[src/design/gld_pkg.sv]
`timescale 1ns / 1ps
`default_nettype none
package gld_pkg;
    localparam int DictEntries = 4096;
    localparam int MaxCodeBits = 12;

    typedef enum logic [1:0] {
        CMD_PUSH    = 2'd0,
        CMD_PULL    = 2'd1,
        CMD_RESTART = 2'd2,
        CMD_UNUSED  = 2'd3
    } t_cmd;

    localparam logic [2:0] ST_INDEX    = 3'd0;
    localparam logic [2:0] ST_ACCEPTED = 3'd1;
    localparam logic [2:0] ST_REFUSED  = 3'd2;
    localparam logic [2:0] ST_NEED     = 3'd3;
    localparam logic [2:0] ST_DONE     = 3'd4;
    localparam logic [2:0] ST_CORRUPT  = 3'd5;
    localparam logic [2:0] ST_TRUNC    = 3'd6;
    localparam logic [2:0] ST_LIMIT    = 3'd7;

    localparam logic REG_MIN_CODE_SIZE = 1'b0;
    localparam logic REG_PIXEL_LIMIT   = 1'b1;

    // controller to datapath
    typedef struct packed {
        logic restart;    // restart stream
        logic push;       // append byte
        logic extract;    // take a code from the bit buffer
        logic walk_start; // begin chain walk of the extracted code
        logic walk_step;  // one chain link onto the stack
        logic walk_fail;  // abandon walk, drop stack
        logic commit;     // add dictionary entry, update previous code
        logic pop;        // pop one index and count it
        logic set_final;  // latch terminal status
        logic [2:0] final_code;
    } t_cmd_bus;

    // datapath to controller
    typedef struct packed {
        logic       stack_empty;
        logic       limit_hit;
        logic       bits_short;
        logic       input_ended;
        logic       buf_full;
        logic [2:0] final_status;
        logic       is_clear;
        logic       is_end;
        logic       code_ok;
        logic       walk_done;
        logic       walk_bad;
    } t_status_bus;
endpackage
`default_nettype wire

[src/design/gld_ctrl.sv]
`timescale 1ns / 1ps
`default_nettype none
module gld_ctrl (
    input  wire                  i_clk,
    input  wire                  i_rst_n,
    input  wire                  i_valid,
    output logic                 o_stall,
    input  wire  [1:0]           i_cmd,
    input  gld_pkg::t_status_bus i_sts,
    output gld_pkg::t_cmd_bus    o_dp,
    output logic                 o_valid,
    input  wire                  i_stall,
    output logic [2:0]           o_status,
    output logic                 o_pixel_sel
);
    import gld_pkg::*;

    typedef enum logic [6:0] {
        S_IDLE   = 7'b0000001,
        S_INIT   = 7'b0000010,
        S_FETCH  = 7'b0000100,
        S_WSTART = 7'b0001000,
        S_WALK   = 7'b0010000,
        S_POP    = 7'b0100000,
        S_OUT    = 7'b1000000
    } t_state;

    t_state     r_state, n_state;
    logic [2:0] r_status, n_status;
    logic       r_popped, n_popped;
    logic       take;

    assign take    = (r_state == S_IDLE) && i_valid;
    assign o_stall = (r_state != S_IDLE);
    assign o_valid = (r_state == S_OUT);
    assign o_status = r_status;
    assign o_pixel_sel = r_popped;

    // sequencer
    always_comb begin
        n_state = r_state; n_status = r_status; n_popped = r_popped;
        o_dp = '0;
        unique case (r_state)
            S_IDLE: begin
                if (take) begin
                    n_popped = 1'b0;
                    n_state  = S_OUT;
                    if (t_cmd'(i_cmd) == CMD_RESTART) begin
                        o_dp.restart = 1'b1;
                        n_status = ST_ACCEPTED;
                        n_state  = S_INIT; // final status known next cycle
                    end else if (t_cmd'(i_cmd) == CMD_UNUSED) begin
                        n_status = ST_REFUSED;
                    end else if (i_sts.final_status != ST_INDEX) begin
                        n_status = i_sts.final_status;
                    end else if (t_cmd'(i_cmd) == CMD_PUSH) begin
                        if (i_sts.input_ended || i_sts.buf_full) begin
                            n_status = ST_REFUSED;
                        end else begin
                            o_dp.push = 1'b1;
                            n_status  = ST_ACCEPTED;
                        end
                    end else if (!i_sts.stack_empty) begin
                        if (i_sts.limit_hit) begin
                            o_dp.set_final  = 1'b1;
                            o_dp.final_code = ST_LIMIT;
                            n_status = ST_LIMIT;
                        end else begin
                            o_dp.pop = 1'b1;
                            n_popped = 1'b1;
                            n_status = ST_INDEX;
                        end
                    end else if (i_sts.limit_hit) begin
                        o_dp.set_final  = 1'b1;
                        o_dp.final_code = ST_DONE;
                        n_status = ST_DONE;
                    end else begin
                        n_status = ST_INDEX;
                        n_state  = S_FETCH;
                    end
                end
            end
            S_INIT: begin
                // after restart: report corrupt size if flagged
                if (i_sts.final_status != ST_INDEX) n_status = i_sts.final_status;
                n_state = S_OUT;
            end
            S_FETCH: begin
                // take codes until a string is ready, more input is needed or the stream ends
                n_state = S_OUT;
                if (i_sts.bits_short) begin
                    if (i_sts.input_ended) begin
                        o_dp.set_final  = 1'b1;
                        o_dp.final_code = ST_TRUNC;
                        n_status = ST_TRUNC;
                    end else begin
                        n_status = ST_NEED;
                    end
                end else begin
                    o_dp.extract = 1'b1;
                    if (i_sts.is_clear) begin
                        n_state = S_FETCH;
                    end else if (i_sts.is_end) begin
                        o_dp.set_final  = 1'b1;
                        o_dp.final_code = ST_DONE;
                        n_status = ST_DONE;
                    end else if (!i_sts.code_ok) begin
                        o_dp.set_final  = 1'b1;
                        o_dp.final_code = ST_CORRUPT;
                        n_status = ST_CORRUPT;
                    end else begin
                        n_state = S_WSTART;
                    end
                end
            end
            S_WSTART: begin
                // load the chain start and issue its dictionary read
                o_dp.walk_start = 1'b1;
                n_state = S_WALK;
            end
            S_WALK: begin
                // one chain link per cycle onto the stack
                if (i_sts.walk_bad) begin
                    o_dp.walk_fail  = 1'b1;
                    o_dp.set_final  = 1'b1;
                    o_dp.final_code = ST_CORRUPT;
                    n_status = ST_CORRUPT;
                    n_state  = S_OUT;
                end else begin
                    o_dp.walk_step = 1'b1;
                    if (i_sts.walk_done) begin
                        o_dp.commit = 1'b1;
                        n_state = S_POP;
                    end
                end
            end
            S_POP: begin
                // deliver the first index of the new string
                o_dp.pop = 1'b1;
                n_popped = 1'b1;
                n_status = ST_INDEX;
                n_state  = S_OUT;
            end
            S_OUT: begin
                if (!i_stall) n_state = S_IDLE;
            end
            default: n_state = S_IDLE;
        endcase
    end

    always_ff @(posedge i_clk) begin
        if (!i_rst_n) begin
            r_state  <= S_IDLE;
            r_status <= ST_INDEX;
            r_popped <= 1'b0;
        end else begin
            r_state  <= n_state;
            r_status <= n_status;
            r_popped <= n_popped;
        end
    end
endmodule
`default_nettype wire

[config.mk]
export PLATFORM = sky130hd
export DESIGN_NAME = gld_ctrl
export DESIGN_NICKNAME = d
export VERILOG_FILES = /design/src/design/gld_pkg.sv /design/src/design/gld_ctrl.sv
export SDC_FILE = /design/constraint.sdc
export NUM_CORES = 1
export LEC_CHECK = 0
export BUFFER_PORTS_ARGS = -buffer_cell sky130_fd_sc_hd__buf_2
export CAP_MARGIN = 20
export CORE_UTILIZATION = 35
export DETAILED_ROUTE_END_ITERATION = 10
export SLEW_MARGIN = 20
export SYNTH_ARGS = -nofsm -noshare
export SYNTH_HDL_FRONTEND = slang
export SYNTH_SLANG_ARGS = --single-unit
[constraint.sdc]
create_clock -name i_clk -period 1.8 [get_ports i_clk]
set_input_delay 0.09 -clock i_clk [delete_from_list [all_inputs] [get_ports i_clk]]
set_output_delay 0.09 -clock i_clk [all_outputs]
set_load 0.05 [all_outputs]
# ---- Word-level counts from Yosys, hierarchy flattened
# Cells that the tools add are included.
dict set report totals {
  ff_bits 11
  in_bits 19
  elab_cells 102
}
dict set report classes {
  eq_ne 17
  muxes 72
  reduce_logical 10
}
# cell n
set op_table {}
lappend op_table {{$mux 7} 14}
lappend op_table {{$mux 3} 16}
lappend op_table {{$pmux 7 s6} 1}
lappend op_table {{$mux 4} 9}
lappend op_table {{$mux 5} 5}
lappend op_table {{$mux 1} 20}
lappend op_table {{$pmux 3 s5} 1}
lappend op_table {{$pmux 4 s3} 1}
lappend op_table {{$ne 2x2->1 const B} 4}
lappend op_table {{$eq 7x1->1 const B} 1}
lappend op_table {{$eq 7x2->1 const B} 1}
lappend op_table {{$eq 7x3->1 const B} 1}
lappend op_table {{$eq 7x4->1 const B} 1}
lappend op_table {{$eq 7x5->1 const B} 1}
lappend op_table {{$eq 7x6->1 const B} 1}
lappend op_table {{$eq 7x7->1 const B} 1}
lappend op_table {{$ne 7x1->1 const B} 1}
lappend op_table {{$mux 2} 3}
lappend op_table {{$ne 3x3->1 const B} 2}
lappend op_table {{$reduce_and 6->1} 1}
lappend op_table {{$reduce_bool 5->1} 1}
lappend op_table {{$eq 2x2->1 const B} 2}
lappend op_table {{$ne 4x4->1 const B} 1}
lappend op_table {{$pmux 1 s2} 2}
lappend op_table {{8 further kinds} 8}

# ---- Logic depth before layout (Yosys ltp)
# Gate-level depths: netlist (run 1).
dict set report depth {
  ltp_word 8
  depth_mapped 7
}

# ---- Worst setup path after synthesis (run 1)
# OpenSTA, ideal clock, no wires.
dict set report synth_path {
  path_kind {reg-to-output}
  from {register r_state[2]}
  to {output port o_dp[0] (netlist bit)}
  t_arrival_ps 2561
  slack_ps -851
  stages_incl_launch_ff 6
  path_buffers 0
  cell_sequence {dfxtp_1 -> nor2b_1 -> nand3_1 -> nor2_1 -> nand2_1 -> o211ai_1}
}
# element line
set synth_rtl {}
lappend synth_rtl {{from (decl)} gld_ctrl.sv:28} ;# t_state r_state, n_state;
lappend synth_rtl {{from (signal assigned)} gld_ctrl.sv:157} ;# r_state <= n_state;
lappend synth_rtl {{to (decl)} gld_ctrl.sv:10} ;# output gld_pkg::t_cmd_bus o_dp,

==> flow_summary.json, run 1 <==
{
  "status": "finished with violations",
  "failed_checks": "setup timing",
  "ios": 37,
  "synth_area_sq_um": 986,
  "ys_seq_elements": 11,
  "slew_viol_final": 0,
  "internal-power_uw": 429,
  "grt_pass1_wl_um": 5010,
  "synth-main-ff-cell": "dfxtp_1",
  "hold_path_class": "in2reg",
  "grt_usage": 0.239,
  "hold_viol_final": 0,
  "synthCells": 136,
  "yosys-top-cells-area": "dfxtp_1 (22%), nor2_1 (6.5%), nand2b_1 (5.7%)",
  "ys_seq_area_frac": 0.223,
  "vias": 1224,
  "power_switching_uw": 245,
  "rsz0062_at_grt": "yes",
  "highest_layer": "met3",
  "arrival_ns": 1.79,
  "final_util": 0.589,
  "crit_type": "reg2out",
  "initial_core_util": 0.384,
  "routedLengthMet1_um": 1370,
  "pwr-share-clk": 0.258,
  "pwr-share-seq": 0.386,
  "synth_top_cells_by_count": "nor2_1 (17), nand2_1 (12), dfxtp_1 (11)",
  "area_growth_syn_to_layout_pct": 53.4,
  "drv_cap": 0,
  "dr.pass1.iters": 4,
  "instances_no_fill": 219,
  "ys_warn_count": 0,
  "powerDensity_nw_per_um2": 445,
  "num_antenna_cells": 0,
  "coreArea_sq_um": 2570,
  "portBuffers": 36,
  "fin_crit_ns": 1.88,
  "cts_tree": "yes",
  "place_inst": 207,
  "dr_wl_met2_um": 1650,
  "worstPathRequired_ns": 1.71,
  "worst_slack_ns": -0.0809,
  "cp_cell_sequence": "nor4_4, and4_1, and3_4, nand2_2, o211ai_1, buf_4",
  "yosys.cell_count.top_type": "nor2_1",
  "synth_nets": 155,
  "final.period_utilization": 1.04,
  "cts-root-buf": "clkbuf_4",
  "clk_pin_slew_ns": 0.07,
  "die_area_sq_um": 3030,
  "setup_viol": 5,
  "cts_buffers": 3,
  "cts.sinks": 11,
  "clock_skew_ns": 0.00234,
  "via_per_inst": 5.59,
  "worstHoldStart": "i_rst_n",
  "whs_ns": 0.0591,
  "clock_path_buffers": 2,
  "drt_iter0_drc": 57,
  "critPathLaunchType": "flip-flop",
  "fp-row-count": 18,
  "wl_per_cell_um": 14.8,
  "slew_headroom": 0.736,
  "drc": 0,
  "antenna_found_initial": 0,
  "synthDominantCellAreaShare": 0.223,
  "leakagePower_nw": 0.716,
  "grt_overflow": 0,
  "p_comb_frac": 0.356,
  "max_slew.worst_pin.slew_ns": 0.392,
  "max_stage_delay_ns": 0.36,
  "fmax_mhz": 532,
  "synth-edff-count": 0,
  "grt_max_degree": 12,
  "critPathCaptureType": "output port",
  "tns_ns": -0.358,
  "clkLatencyLatePin_ns": 0.27,
  "postSynth.asyncResetShare": 0,
  "place_hpwl_um": 2460,
  "nNetsFinal": 209,
  "fp.dieW_um": 55.1,
  "wl_met3_um": 216,
  "drive_above_1_share": 0.434,
  "cpMaxStageDelayCell": "dfxtp_4",
  "syn_area_per_cell_sq_um": 7.25,
  "yosys.area.top_type": "dfxtp_1",
  "grt_pass1_vias": 1027,
  "startpoint": "r_state[5]$_SDFFE_PN0P_",
  "dieHeight_um": 55.1,
  "ant_nets": 0,
  "cts_max_level": 1,
  "wirelength_um": 3240,
  "ir_drop_mv": 0.443,
  "p_sw_frac": 0.363,
  "path_max_fanout": 4,
  "gp_congestion": 0.907,
  "r2r-start": "r_state[5]$_SDFFE_PN0P_",
  "yosys.cell_types.count": 47
}
==> kinds of logic after synthesis <==
family | Yosys count | synth area share
AND/OR/NAND/NOR | 75 | 0.440
flip-flops | 11 | 0.223
buffers and inverters | 13 | 0.0596
AO/OA/AOI/OAI | 36 | 0.268
XOR/XNOR | 1 | 0.00888
==> repair_timing <==
action / CTS / global route
endpoints found under the setup margin: 8 / 14
gates resized for setup: 20 / 13
hold buffers: 0 / 0
buffers inserted: 2 / 6
pin swaps: 2 / 6
==> layout by cell type (no fill, tap or decap), drive strengths merged, types with 2 or more instances in the layout <==
cell,netlist,routed
buf,4,54
and2,2,2
dfxtp,11,11
inv,8,8
and3,4,4
nand2,12,12
o21ai,5,5
nor3,6,6
nand2b,9,9
a211oi,3,3
o32ai,2,2
a221oi,2,2
nor2b,6,6
nor2,17,17
clkbuf,1,4
a31oi,5,5
o221ai,2,2
nand4,2,2
nand3,5,5
nor4,3,3
a21oi,8,8
==> layout make-up <==
| class | count | area (sq um) |
|---|---|---|
| clock buffer | 4 | 26.3 |
| inverter | 8 | 30.0 |
| sequential | 11 | 230 |
| fill | 245 | 1050 |
| timing repair buffer | 54 | 387 |
| tap | 30 | 37.5 |
| multi-input combinational | 112 | 802 |
==> flip-flops by register name, summed over array words and instances (netlist names) <==
register	count
r_state	7
o_status	3
o_pixel_sel	1
==> worst max-delay path: cells and delay by family (launching register included) <==
family / cells / cell delay [ns]
flip-flops: 1 / 0.36
buffers and inverters: 1 / 0.22
AO/OA/AOI/OAI: 1 / 0.09
AND/OR/NAND/NOR: 4 / 0.84
==> power groups by stage <==
stage	sequential (mW)	clock, mW	combinational (mW)
after floorplan	0.296	0	0.114
after global placement	0.269	0	0.221
after detailed placement	0.269	0	0.221
after CTS	0.262	0.178	0.230
after global routing	0.262	0.192	0.262
final	0.260	0.174	0.240
==> path summary, 6_finish.rpt <==
path              cells past startpoint  slack [ns]                       end
hold reg to reg                       1        0.53  o_status[0]$_SDFFE_PN0P_
setup reg to reg                      7        0.09  o_status[0]$_SDFFE_PN0P_
setup / recovery                      6       -0.08                   o_dp[0]
hold / removal                        2        0.06   r_state[0]$_SDFFE_PN1P_
==> routing by layer <==
layer  track usage  vias to the layer above
met3        0.0492                        0
li1              -                      610
met2         0.376                       53
met4        0.0250                        0
met5             0                        -
met1         0.343                      561
==> per-stage QoR <==
step | worst slack (ns) | power [mW] | area [sq um]
floorplan | -0.367 | 0.409 | 1060
global placement | 0.0493 | 0.490 | 1320
detailed placement | 0.0613 | 0.490 | 1320
CTS | -0.102 | 0.670 | 1420
global route | -0.196 | 0.716 | 1510
finish | -0.0809 | 0.674 | 1510
Note: power is estimated with default switching activity, not from simulation.
==> run 2: changes to the inputs <==
Settings changed: PLACE_DENSITY set to 0.65.
==> run 2 against run 1 <==
Net effect:
- worst hold slack got worse by 0.010 ns
- critical path type unchanged
- sequential share of layout area is 0.050 points lower
- die area unchanged
- clock skew rose by 0.0031 ns
- combinational power grew 5%
- the flow still finishes with violations (setup timing)
- design area is 0.33% higher
- largest power group unchanged
- global-route usage is 0.84 points lower
- wire length up 2.7%
- worst setup slack lost 0.035 ns
- non-clock buffer count shrank 3
==> flow_summary.json, run 2 (synthesis results as in run 1) <==
{
  "status": "finished with violations",
  "failed_checks": "setup timing",
  "fin_crit_ns": 1.92,
  "pwr-share-clk": 0.248,
  "place_hpwl_um": 2540,
  "via_per_inst": 5.73,
  "power_switching_uw": 250,
  "drv_cap": 0,
  "cts_max_level": 1,
  "p_comb_frac": 0.367,
  "grt_pass1_wl_um": 4910,
  "worstPathBufferInverterCount": 1,
  "area_growth_syn_to_layout_pct": 53.9,
  "drt_iter0_drc": 28,
  "final.period_utilization": 1.06,
  "critPathCaptureType": "output port",
  "holdBufCountCts": 0,
  "whs_ns": 0.0489,
  "drc": 0,
  "tns_ns": -0.369,
  "fp.dieW_um": 55.1,
  "grt_pass1_vias": 1117,
  "slew_headroom": 0.687,
  "p_sw_frac": 0.364,
  "num_antenna_cells": 0,
  "critPathTopFamily": "simple AND/OR/NAND/NOR gates",
  "arrival_ns": 1.83,
  "antenna_found_initial": 0,
  "final_common_cell": "buf_2",
  "hold_viol_final": 0,
  "cp_cell_sequence": "nor4_4, and4_4, and3_4, nand2_2, o211ai_1, buf_4",
  "wl_per_cell_um": 15.4,
  "setup_viol": 5,
  "coreArea_sq_um": 2570,
  "path_max_fanout": 5,
  "grt_overflow": 0,
  "wirelength_um": 3330,
  "fmax_mhz": 522,
  "leakagePower_nw": 0.694,
  "internal-power_uw": 437,
  "clk_pin_slew_ns": 0.07,
  "fp-row-count": 18,
  "grt_usage": 0.230,
  "finalPower_uw": 687,
  "portBuffers": 36,
  "worst_slack_ns": -0.116,
  "clkLatencyLatePin_ns": 0.27,
  "cts.sinks": 11,
  "largest_reg_flops": 7,
  "fin_area_sq_um": 1520,
  "cpMaxStageDelayCell": "dfxtp_4",
  "vias": 1237,
  "grt_max_degree": 12,
  "crit_type": "reg2out",
  "die_area_sq_um": 3030,
  "critPathLaunchType": "flip-flop",
  "initial_core_util": 0.384,
  "worstPathRequired_ns": 1.71,
  "ant_nets": 0,
  "drive_above_1_share": 0.452,
  "nNetsFinal": 206,
  "regMostFlops": "r_state",
  "hold_path_class": "in2reg",
  "clock_path_buffers": 2,
  "pwr-share-seq": 0.385,
  "cts-root-buf": "clkbuf_4",
  "gp_congestion": 0.982,
  "ir_drop_mv": 0.545,
  "cts_tree": "yes",
  "ios": 37,
  "final_util": 0.591,
  "slew_viol_final": 0,
  "dr.pass1.iters": 4,
  "max_stage_delay_ns": 0.37,
  "final_cell_mix": "buf_2 (25), buf_4 (17), nor2_1 (14), nand2_1 (10), nand2b_1 (9)",
  "clock_skew_ns": 0.00544,
  "cts_buffers": 3,
  "powerDensity_nw_per_um2": 452,
  "dpl_cell_area_sq_um": 1310,
  "rsz0062_at_grt": "yes",
  "max_slew.worst_pin.slew_ns": 0.465,
  "dieHeight_um": 55.1
}
-- run 2: repair_timing --
action                                  4_1_cts  5_1_grt
pin swaps                                     2       11
endpoints found under the setup margin        8       16
resized for setup                            19       22
setup buffers                                 3        5
-- run 2: worst register-to-register path, cell delays in order (launching register included) --
cell and delay [ns]:
dfxtp_1 0.40, or3_4 0.46, nor3_4 0.19, o21ai_2 0.13, and3_1 0.23, o221a_1 0.24
-- run 2: layer usage --
layer | GRT usage | vias to the layer above | wire length (um)
met5 | 0 | - | 0
met4 | 0.0583 | 0 | 48
met3 | 0.0683 | 6 | 194
met2 | 0.386 | 46 | 1720
met1 | 0.287 | 582 | 1370
li1 | - | 603 | -
-- run 2: stage by stage --
stage / setup WS [ns] / std cells
after CTS: -0.103 / 213
final: -0.116 / 216
after global placement: 0.00130 / 206
after floorplan: -0.367 / 136
after global routing: -0.191 / 216
after detailed placement: 0.0287 / 206
-- run 2: worst paths after layout --
check / to / from / cells after the start / slack (ns)
setup reg to reg: o_status[0]$_SDFFE_PN0P_ / r_state[3]$_SDFFE_PN0P_ / 5 / 0.03
hold / removal: r_state[0]$_SDFFE_PN1P_ / i_rst_n / 2 / 0.05
setup / recovery: o_dp[0] / r_state[5]$_SDFFE_PN0P_ / 6 / -0.12
hold reg to reg: o_status[0]$_SDFFE_PN0P_ / o_status[0]$_SDFFE_PN0P_ / 1 / 0.54
-- run 2: power groups by stage --
stage | combinational, mW | sequential [mW] | clock (mW)
floorplan | 0.114 | 0.296 | 0
global placement | 0.220 | 0.269 | 0
detailed placement | 0.222 | 0.270 | 0
CTS | 0.232 | 0.263 | 0.175
global route | 0.272 | 0.266 | 0.194
finish | 0.252 | 0.264 | 0.170
-- run 2: final cells by class --
class | instances | area, sq um
fill | 244 | 1050
multi-input combinational | 112 | 836
timing repair buffer | 51 | 358
sequential | 11 | 230
tap | 30 | 37.5
inverter | 8 | 30.0
clock buffer | 4 | 26.3
